$ cat config.mk
export PLATFORM = sky130hd
export DESIGN_NAME = title_text_simplifier
export DESIGN_NICKNAME = d
export VERILOG_FILES = /design/src/hw/rtl/tts_pkg.sv /design/src/hw/rtl/title_text_simplifier.sv
export SDC_FILE = /design/constraint.sdc
export NUM_CORES = 1
export LEC_CHECK = 0
export ABC_CLOCK_PERIOD_IN_PS = 7800
export BUFFER_PORTS_ARGS = -buffer_cell sky130_fd_sc_hd__buf_2
export CELL_PAD_IN_SITES_DETAIL_PLACEMENT = 1
export CELL_PAD_IN_SITES_GLOBAL_PLACEMENT = 1
export CORE_MARGIN = 2
export CORE_UTILIZATION = 45
export DETAILED_ROUTE_END_ITERATION = 12
export GPL_TIMING_DRIVEN = 1
export HOLD_SLACK_MARGIN = 0.08
export PLACE_DENSITY = 0.73
export SYNTH_ARGS = -nofsm -noshare
export SYNTH_HDL_FRONTEND = slang
export SYNTH_SLANG_ARGS = --single-unit
export TNS_END_PERCENT = 20
$ cat constraint.sdc
create_clock -name clock -period 7.8 [get_ports clock]
set_clock_uncertainty 0.15 [all_clocks]
set_input_delay 1.56 -clock clock [delete_from_list [all_inputs] [get_ports clock]]
set_output_delay 1.56 -clock clock [all_outputs]
set_load 0.01 [all_outputs]
$ cat src/hw/rtl/tts_pkg.sv
// Shared types, character codes and helper functions for the title text simplifier.
// Used by title_text_simplifier; depends on nothing else.

package tts_pkg;

   // Result queue sizing: one accepted beat pushes at most three results
   localparam int unsigned FIFO_DEPTH  = 8;
   localparam int unsigned PTR_W       = $clog2(FIFO_DEPTH);
   localparam int unsigned CNT_W       = $clog2(FIFO_DEPTH + 1);
   localparam int unsigned MAX_PUSH    = 3;
   localparam logic [CNT_W-1:0] READY_LIMIT = CNT_W'(FIFO_DEPTH - MAX_PUSH);

   // Register indexes on the configuration port
   localparam logic REG_BRACKETS_ON = 1'b0;
   localparam logic REG_URL_MODE    = 1'b1;

   // Character codes
   localparam logic [15:0] CH_SPACE   = 16'h0020;
   localparam logic [15:0] CH_TAB     = 16'h0009;
   localparam logic [15:0] CH_LF      = 16'h000A;
   localparam logic [15:0] CH_CR      = 16'h000D;
   localparam logic [15:0] CH_LPAREN  = 16'h0028;
   localparam logic [15:0] CH_RPAREN  = 16'h0029;
   localparam logic [15:0] CH_LBRACE  = 16'h007B;
   localparam logic [15:0] CH_RBRACE  = 16'h007D;
   localparam logic [15:0] CH_LBRACK  = 16'h005B;
   localparam logic [15:0] CH_RBRACK  = 16'h005D;
   localparam logic [15:0] CH_APOS    = 16'h0027;
   localparam logic [15:0] CH_PERCENT = 16'h0025;
   localparam logic [15:0] CH_AMP     = 16'h0026;
   localparam logic [15:0] CH_EM_DASH = 16'h2014;
   localparam logic [15:0] CH_EN_DASH = 16'h2013;
   localparam logic [15:0] CH_ACUTE   = 16'h00B4;
   localparam logic [15:0] CH_DEGREE  = 16'h00B0;
   localparam logic [15:0] CH_TM      = 16'h2122;
   localparam logic [15:0] CH_REG     = 16'h00AE;
   localparam logic [15:0] CH_DOT     = 16'h002E;
   localparam logic [15:0] CH_DASH    = 16'h002D;

   // Closer codes of an open bracketed span
   localparam logic [1:0] CLOSE_PAREN = 2'd0;
   localparam logic [1:0] CLOSE_BRACE = 2'd1;
   localparam logic [1:0] CLOSE_BRACK = 2'd2;

   typedef struct packed {
      logic [15:0] code_unit;
      logic        last;
   } req_type;

   typedef struct packed {
      logic [15:0] out_unit;
      logic        unit_valid;
      logic        end_of_text;
   } rsp_type;

   // One-unit hold of the dot/dash trimming stage
   typedef struct packed {
      logic [15:0] unit;
      logic        valid;
      logic        at_start;
   } hold_type;

   typedef struct packed {
      hold_type    hold;
      logic        emit;
      logic [15:0] unit;
   } feed_type;

   function automatic logic is_dot_or_dash(logic [15:0] c);
      return (c == CH_DOT) || (c == CH_DASH);
   endfunction

   function automatic logic [15:0] closer_char(logic [1:0] code);
      logic [15:0] r;
      case (code)
         CLOSE_PAREN: r = CH_RPAREN;
         CLOSE_BRACE: r = CH_RBRACE;
         default:     r = CH_RBRACK;
      endcase
      return r;
   endfunction

   // Whitespace and the punctuation that collapses into a single space
   function automatic logic is_skippable(logic [15:0] c, logic url);
      logic base;
      logic extra;
      base = c inside {CH_SPACE, CH_TAB, CH_LF, CH_CR,
                       16'h003B, 16'h002C, 16'h003A, 16'h005E, 16'h007E, 16'h0022,
                       16'h0021, 16'h0040, 16'h0023, 16'h0024, 16'h002F, 16'h005C,
                       16'h003C, 16'h003E, 16'h007C, 16'h003D, 16'h002B, 16'h003F,
                       16'h002A, 16'h005F, 16'h0060,
                       CH_LPAREN, CH_LBRACE, CH_LBRACK, CH_RPAREN, CH_RBRACE, CH_RBRACK,
                       CH_EM_DASH, CH_EN_DASH, CH_ACUTE, CH_DEGREE, CH_TM, CH_REG};
      extra = url && (c inside {CH_APOS, CH_PERCENT, CH_AMP});
      return base || extra;
   endfunction

   // Push one simplified unit through the hold; may release the held unit
   function automatic feed_type feed(hold_type h, logic [15:0] c);
      feed_type r;
      logic     dd;
      logic     after;
      logic     skip;
      dd      = is_dot_or_dash(h.unit);
      after   = (c == CH_SPACE);
      skip    = dd && h.at_start && after;
      r.hold  = h;
      r.unit  = h.unit;
      r.emit  = 1'b0;
      if (h.valid) begin
         r.emit = !(dd && (h.at_start || after));
         if (skip) begin
            // swallow the space that follows a lone dot or dash
            r.hold.valid    = 1'b0;
            r.hold.at_start = 1'b1;
         end else begin
            r.hold.at_start = (h.unit == CH_SPACE);
            r.hold.unit     = c;
            r.hold.valid    = 1'b1;
         end
      end else begin
         r.hold.unit  = c;
         r.hold.valid = 1'b1;
      end
      return r;
   endfunction

endpackage

$ cat src/hw/rtl/title_text_simplifier.sv
// Top level of the title text simplifier: bracket stripping, run collapsing,
// dot/dash trimming and an eight-entry result queue. Depends on tts_pkg.
//
// Usage:
//  - req channel: one UTF-16 code unit per beat, with last on the title's
//    final unit. rsp channel: result beats (out_unit, unit_valid,
//    end_of_text); the final beat of a title has end_of_text set, and a title
//    that simplifies to nothing gives one beat with unit_valid low.
//  - csr port (APB style, pready tied high): register 0 at address 0 is
//    brackets_on, register 1 at address 4 is url_mode. Write only while idle.
//  - Every accepted beat is processed in the accept cycle and pushes zero to
//    three results into the queue; they show on rsp from the next cycle at the
//    earliest. A character leaves once its successor (or last) is seen, since
//    one unit is held for dot/dash trimming.
//  - Throughput: one code unit per cycle. req_ready drops when the queue
//    holds more than five results, since a beat may push three.
//  - When the receiver stalls, results wait in the queue and the input side
//    keeps going until the queue fills.
//  - Reset clears registers, title state and the queue.

module title_text_simplifier (
   input  logic                clock,
   input  logic                reset,
   input  logic                req_valid,
   output logic                req_ready,
   input  tts_pkg::req_type    req_data,
   output logic                rsp_valid,
   input  logic                rsp_ready,
   output tts_pkg::rsp_type    rsp_data,
   input  logic                csr_psel,
   input  logic                csr_penable,
   input  logic                csr_pwrite,
   input  logic [2:0]          csr_paddr,
   input  logic [31:0]         csr_pwdata,
   output logic [31:0]         csr_prdata,
   output logic                csr_pready
);

   // Configuration registers
   logic brackets_on_ff, brackets_on_in;
   logic url_mode_ff, url_mode_in;

   // Title state
   logic              in_span_ff, in_span_in;
   logic [1:0]        span_closer_ff, span_closer_in;
   logic              kept_any_ff, kept_any_in;
   logic              run_pending_ff, run_pending_in;
   tts_pkg::hold_type hold_ff, hold_in;

   // Result queue
   tts_pkg::rsp_type              fifo_ff [tts_pkg::FIFO_DEPTH];
   tts_pkg::rsp_type              fifo_in [tts_pkg::FIFO_DEPTH];
   logic [tts_pkg::PTR_W-1:0]     wr_ptr_ff, wr_ptr_in;
   logic [tts_pkg::PTR_W-1:0]     rd_ptr_ff, rd_ptr_in;
   logic [tts_pkg::CNT_W-1:0]     count_ff, count_in;

   logic              accept;
   logic              pop;
   logic              csr_write;
   logic              csr_index;
   logic              span;
   logic [1:0]        closer;
   logic              pass;
   logic              keep;
   logic              en_space;
   tts_pkg::feed_type f_space;
   tts_pkg::feed_type f_unit;
   tts_pkg::hold_type hold_a;
   tts_pkg::hold_type hold_b;
   logic              final_emit;
   logic              v0, v1, v2;
   tts_pkg::rsp_type  e0, e1, e2;
   logic [tts_pkg::PTR_W-1:0] p1, p2;
   logic [1:0]        push_n;

   // Handshakes
   assign accept     = req_valid && req_ready;
   assign pop        = rsp_valid && rsp_ready;
   assign req_ready  = (count_ff <= tts_pkg::READY_LIMIT);
   assign rsp_valid  = (count_ff != '0);
   assign rsp_data   = fifo_ff[rd_ptr_ff];

   // Configuration port
   assign csr_pready = 1'b1;
   assign csr_write  = csr_psel && csr_penable && csr_pwrite && csr_pready;
   assign csr_index  = csr_paddr[2];

   always_comb begin
      brackets_on_in = brackets_on_ff;
      url_mode_in    = url_mode_ff;
      if (csr_write) begin
         case (csr_index)
            tts_pkg::REG_BRACKETS_ON: brackets_on_in = csr_pwdata[0];
            tts_pkg::REG_URL_MODE:    url_mode_in    = csr_pwdata[0];
            default: ;
         endcase
      end
   end

   always_comb begin
      case (csr_index)
         tts_pkg::REG_BRACKETS_ON: csr_prdata = {31'd0, brackets_on_ff};
         tts_pkg::REG_URL_MODE:    csr_prdata = {31'd0, url_mode_ff};
         default:                  csr_prdata = '0;
      endcase
   end

   // Bracket stage: when brackets_on is set, open a span on an opener, close it on its own closer
   always_comb begin
      span   = in_span_ff;
      closer = span_closer_ff;
      pass   = 1'b1;
      if (brackets_on_ff) begin
         if (!span) begin
            if (req_data.code_unit == tts_pkg::CH_LPAREN) begin
               span   = 1'b1;
               closer = tts_pkg::CLOSE_PAREN;
            end else if (req_data.code_unit == tts_pkg::CH_LBRACE) begin
               span   = 1'b1;
               closer = tts_pkg::CLOSE_BRACE;
            end else if (req_data.code_unit == tts_pkg::CH_LBRACK) begin
               span   = 1'b1;
               closer = tts_pkg::CLOSE_BRACK;
            end
         end
         if (span) begin
            pass = 1'b0;
            if (req_data.code_unit == tts_pkg::closer_char(closer)) begin
               span = 1'b0;
            end
         end
      end
   end

   // Collapse stage and dot/dash hold: a pending space, then the unit itself
   assign keep     = pass && !tts_pkg::is_skippable(req_data.code_unit, url_mode_ff);
   assign en_space = keep && run_pending_ff;
   assign f_space  = tts_pkg::feed(hold_ff, tts_pkg::CH_SPACE);
   assign hold_a   = en_space ? f_space.hold : hold_ff;
   assign f_unit   = tts_pkg::feed(hold_a, req_data.code_unit);
   assign hold_b   = keep ? f_unit.hold : hold_a;

   // Gather up to three results and mark the final one
   always_comb begin
      final_emit = req_data.last && hold_b.valid && !tts_pkg::is_dot_or_dash(hold_b.unit);
      v0 = en_space && f_space.emit;
      v1 = keep && f_unit.emit;
      v2 = final_emit || (req_data.last && !v0 && !v1);
      e0.out_unit      = f_space.unit;
      e0.unit_valid    = 1'b1;
      e0.end_of_text   = req_data.last && !v1 && !v2;
      e1.out_unit      = f_unit.unit;
      e1.unit_valid    = 1'b1;
      e1.end_of_text   = req_data.last && !v2;
      e2.out_unit      = final_emit ? hold_b.unit : 16'h0000;
      e2.unit_valid    = final_emit;
      e2.end_of_text   = 1'b1;
      p1     = wr_ptr_ff + tts_pkg::PTR_W'(v0);
      p2     = p1 + tts_pkg::PTR_W'(v1);
      push_n = accept ? (2'(v0) + 2'(v1) + 2'(v2)) : 2'd0;
   end

   // Queue update
   always_comb begin
      fifo_in = fifo_ff;
      if (accept) begin
         if (v0) fifo_in[wr_ptr_ff] = e0;
         if (v1) fifo_in[p1]        = e1;
         if (v2) fifo_in[p2]        = e2;
      end
      wr_ptr_in = wr_ptr_ff + tts_pkg::PTR_W'(push_n);
      rd_ptr_in = rd_ptr_ff + tts_pkg::PTR_W'(pop);
      count_in  = count_ff + tts_pkg::CNT_W'(push_n) - tts_pkg::CNT_W'(pop);
   end

   // Title state update; drop back to reset values after the last unit
   always_comb begin
      in_span_in     = in_span_ff;
      span_closer_in = span_closer_ff;
      kept_any_in    = kept_any_ff;
      run_pending_in = run_pending_ff;
      hold_in        = hold_ff;
      if (accept) begin
         if (req_data.last) begin
            in_span_in     = 1'b0;
            span_closer_in = tts_pkg::CLOSE_PAREN;
            kept_any_in    = 1'b0;
            run_pending_in = 1'b0;
            hold_in        = '{unit: 16'h0000, valid: 1'b0, at_start: 1'b1};
         end else begin
            in_span_in     = span;
            span_closer_in = closer;
            hold_in        = hold_b;
            if (keep) begin
               kept_any_in    = 1'b1;
               run_pending_in = 1'b0;
            end else if (pass && kept_any_ff) begin
               run_pending_in = 1'b1;
            end
         end
      end
   end

   // Control registers
   always_ff @(posedge clock) begin
      if (reset) begin
         brackets_on_ff <= 1'b0;
         url_mode_ff    <= 1'b0;
         in_span_ff     <= 1'b0;
         span_closer_ff <= tts_pkg::CLOSE_PAREN;
         kept_any_ff    <= 1'b0;
         run_pending_ff <= 1'b0;
         hold_ff        <= '{unit: 16'h0000, valid: 1'b0, at_start: 1'b1};
         wr_ptr_ff      <= '0;
         rd_ptr_ff      <= '0;
         count_ff       <= '0;
      end else begin
         brackets_on_ff <= brackets_on_in;
         url_mode_ff    <= url_mode_in;
         in_span_ff     <= in_span_in;
         span_closer_ff <= span_closer_in;
         kept_any_ff    <= kept_any_in;
         run_pending_ff <= run_pending_in;
         hold_ff        <= hold_in;
         wr_ptr_ff      <= wr_ptr_in;
         rd_ptr_ff      <= rd_ptr_in;
         count_ff       <= count_in;
      end
   end

   // Queue payload, no reset
   always_ff @(posedge clock) begin
      fifo_ff <= fifo_in;
   end

endmodule

==> impl_metrics.yaml <==
status:
  outcome: "finished clean"
critical_path:
  slowest_stage: "nor4b_2"
  cpLargestDelayFamily: "simple AND/OR/NAND/NOR gates"
  crit_path_end_kind: "flip-flop"
  critPathKind: "in2reg"
  worstPathMaxFanout: 20
  critPathBufInv: 4
  worstReg2RegStart: "e0[9]"
  crit_chain: "buf_2 -> nor4b_2 -> nand4_1 -> a21oi_1 -> a211oi_4 -> buf_4 -> o21a_4 -> and3_1 -> ha_1 -> ha_1 -> ha_1 -> xor2_1 -> nand4_1 -> a31o_2 -> nand3_1 -> buf_4 -> buf_4 -> o221ai_1"
  r2r_cells: 15
  worstPathRequired_ns: 7.81
  cp.arrival_ns: 5.96
  rrSetupSlack_ns: 2.94
  slowest_delay_ns: 0.51
  r2r_end: "fifo_ff[5]"
  start_kind: "primary input"
clocking:
  cts_max_level: 4
  holdBufCountCts: 0
  post_cts_buffers: 0
  cts_resized: 0
  clkTransAtPathRegs_ns: 0.07
  cts_buffers: 17
  cts.path.max_buffers: 2
  insertion_delay_ns: 0.45
  cts_tree: "built"
  cts-root-buf: "clkbuf_16"
  cts.sinks: 179
route:
  drc_errors: 0
  wl_per_cell_um: 26.8
  drtAntennaViolNets: 0
  via_count: 9185
  via_per_inst: 6.77
  drtPass1Iterations: 7
  drtIter0Drc: 1002
  wl_um: 36300
sta:
  maxSlewViolCount: 0
  clock.fmax_ghz: 0.168
  final-hold-violation-count: 0
  post-route-period-util_pct: 76.3
  fin_crit_ns: 5.95
  setup-tns-final_ns: 0
  rsz0062_at_grt: "no"
  whs_ns: 0.324
  max-slew-margin-rel_pct: 24.5
  worst_slew_pin_slew_ns: 1.13
  setup_viol: 0
synth:
  ys_types: 85
  synth.ff_latch_count: 179
  ys_top_cells_by_area: "edfxtp_1, mux4_2, dfxtp_1"
  synth_seq_area_share_pct: 44.4
  syn-cell-area_sq_mm: 0.0113
  synth_top_flop_cell: "edfxtp_1"
  async_reset_ff_share_pct: 0
  yosysWarnings: 0
  synth-edff-count: 144
  synthCells: 1021
  synth_area_leader_cell: "edfxtp_1"
  synth.top_cell.area_share_pct: 38.2
  synth_area_per_cell_sq_um: 11.1
hold_path:
  min-delay-start: "kept_any_ff"
  hold_class: "reg2reg"
  hold_end: "kept_any_ff"
  hold_depth: 1
cells_and_area:
  diodes: 0
  syn_to_final_growth_pct: 7.36
  drive_above_1_share_pct: 20.4
  layout.nets: 1089
  fill_cells: 2737
global_route:
  grt.total_usage_pct: 27.8
  grt_max_degree: 82
  antenna_found_initial: 0
  grt_pass1_wl_um: 55400
  grt_pass1_vias: 9034
  overflow: 0
floorplanning:
  die-area_sq_mm: 0.0265
  rows: 58
  die_h_um: 163
  coreArea_sq_mm: 0.0250
  start_util_pct: 45.4
  num_io_pins: 112
  die-width_um: 163
place:
  post-dp-hpwl_um: 22800
  gp_congestion: 0.867
  io_buffer_count: 46
power:
  total_power_mw: 3.81
  power_density_mw_per_mm2: 314
  p_leak_nw: 4.54
  ir_drop_mv: 0.150
flow_run:
  drv_cap: 0
cell usage after synthesis, types with 7 or more instances:
library cell    n
ha_1           14
o21ai_0        16
nand2_1        66
a21oi_1        94
nor3_1          7
buf_2          43
mux2i_1        33
a21o_1         10
nor4_1          8
mux4_2         36
buf_4          44
mux2_2         19
a22oi_1        56
nand3_1        10
inv_1          39
clkbuf_1       37
nand2b_1        7
buf_6           7
nand4_1        13
nor2b_1        10
edfxtp_1      144
dfxtp_1        35
o221ai_1       13
or2_2           7
a221oi_1       77
nor2_1         45
cells by family after synthesis:
logic type                 synth area share (%)
AOI/OAI and AO/OA                          22.7
other                                    0.0663
adders and majority gates                  2.08
buffers and inverters                      8.21
and+or+nand+nor                            9.91
xor gates and xnor gates                  0.696
DFF                                        44.4
muxes                                      12.0
where the power goes:
part	total [mW]	leakage [nW]	internal, mW	switching [mW]
Combinational	1.34	2.58	0.600	0.743
Clock	0.892	0.296	0.454	0.439
Sequential	1.58	1.67	1.41	0.169
sequential cells by signal, summed over array words and instances (netlist names):
signal	count
fifo_ff	144
wr_ptr_ff	3
kept_any_ff	1
url_mode_ff	1
e0	16
hold_ff	2
run_pending_ff	1
rd_ptr_ff	3
in_span_ff	1
brackets_on_ff	1
count_ff	4
span_closer_ff	2
worst max-delay path by stage:
stage	cells after the start	from	slack, ns	end
global route	19	req_data[11]	1.59	fifo_ff[121]
finish	18	req_data[6]	1.85	fifo_ff[5]
detailed placement	18	req_data[6]	1.37	fifo_ff[5]
floorplan	10	req_valid	1.17	count_ff[3]
global placement	19	req_data[11]	1.47	fifo_ff[9]
CTS	18	req_data[6]	1.84	fifo_ff[5]
stage by stage:
| step | area, sq um | setup slack [ns] | utilization [%] | cells |
|---|---|---|---|---|
| after floorplan | 11400 | 1.17 | - | 1051 |
| after global placement | 11600 | 1.47 | 46.3 | 1324 |
| after detailed placement | 11600 | 1.37 | 46.3 | 1324 |
| after CTS | 12200 | 1.84 | 48.7 | 1356 |
| after global routing | 12200 | 1.59 | 48.7 | 1356 |
| final | 12200 | 1.85 | 48.7 | 1356 |
layer usage:
layer  wire, um  share of wire (%)  global-route usage, %
met1      14800                 41                   37.6
met2      17200                 47                   44.9
met3       3210                8.8                   5.45
met4       1080                3.0                   9.94
met5          0                  0                      0
layout by cell type (no fill, tap or decap), drive strengths merged, types with 5 or more instances in the layout:
cell	instances
nor2b	10
ha	14
clkinv	5
inv	48
o21a	5
o31ai	5
clkbuf	19
dfxtp	35
buf	78
a21oi	94
a21o	11
mux2i	33
o21ai	22
a221oi	78
o221ai	16
a22oi	56
or2	12
and3	6
nand2b	7
nand2	67
mux2	19
nand3	10
xnor2	6
mux4	36
a31oi	6
nor2	47
o211ai	8
nor4	10
nand4	13
o311ai	5
edfxtp	144
nor3	9
conb	32
area by class of cell:
type / instances / area (sq um) / share of cell area (%)
clock buffer: 19 / 464 / 3.82
inverter: 40 / 155 / 1.28
timing repair buffer: 78 / 483 / 3.97
multi-input combinational: 697 / 5480 / 45.1
clock inverter: 13 / 133 / 1.09
sequential: 179 / 5030 / 41.4
tap: 330 / 413 / 3.40
No activity file was read; power rests on OpenSTA's default activity.
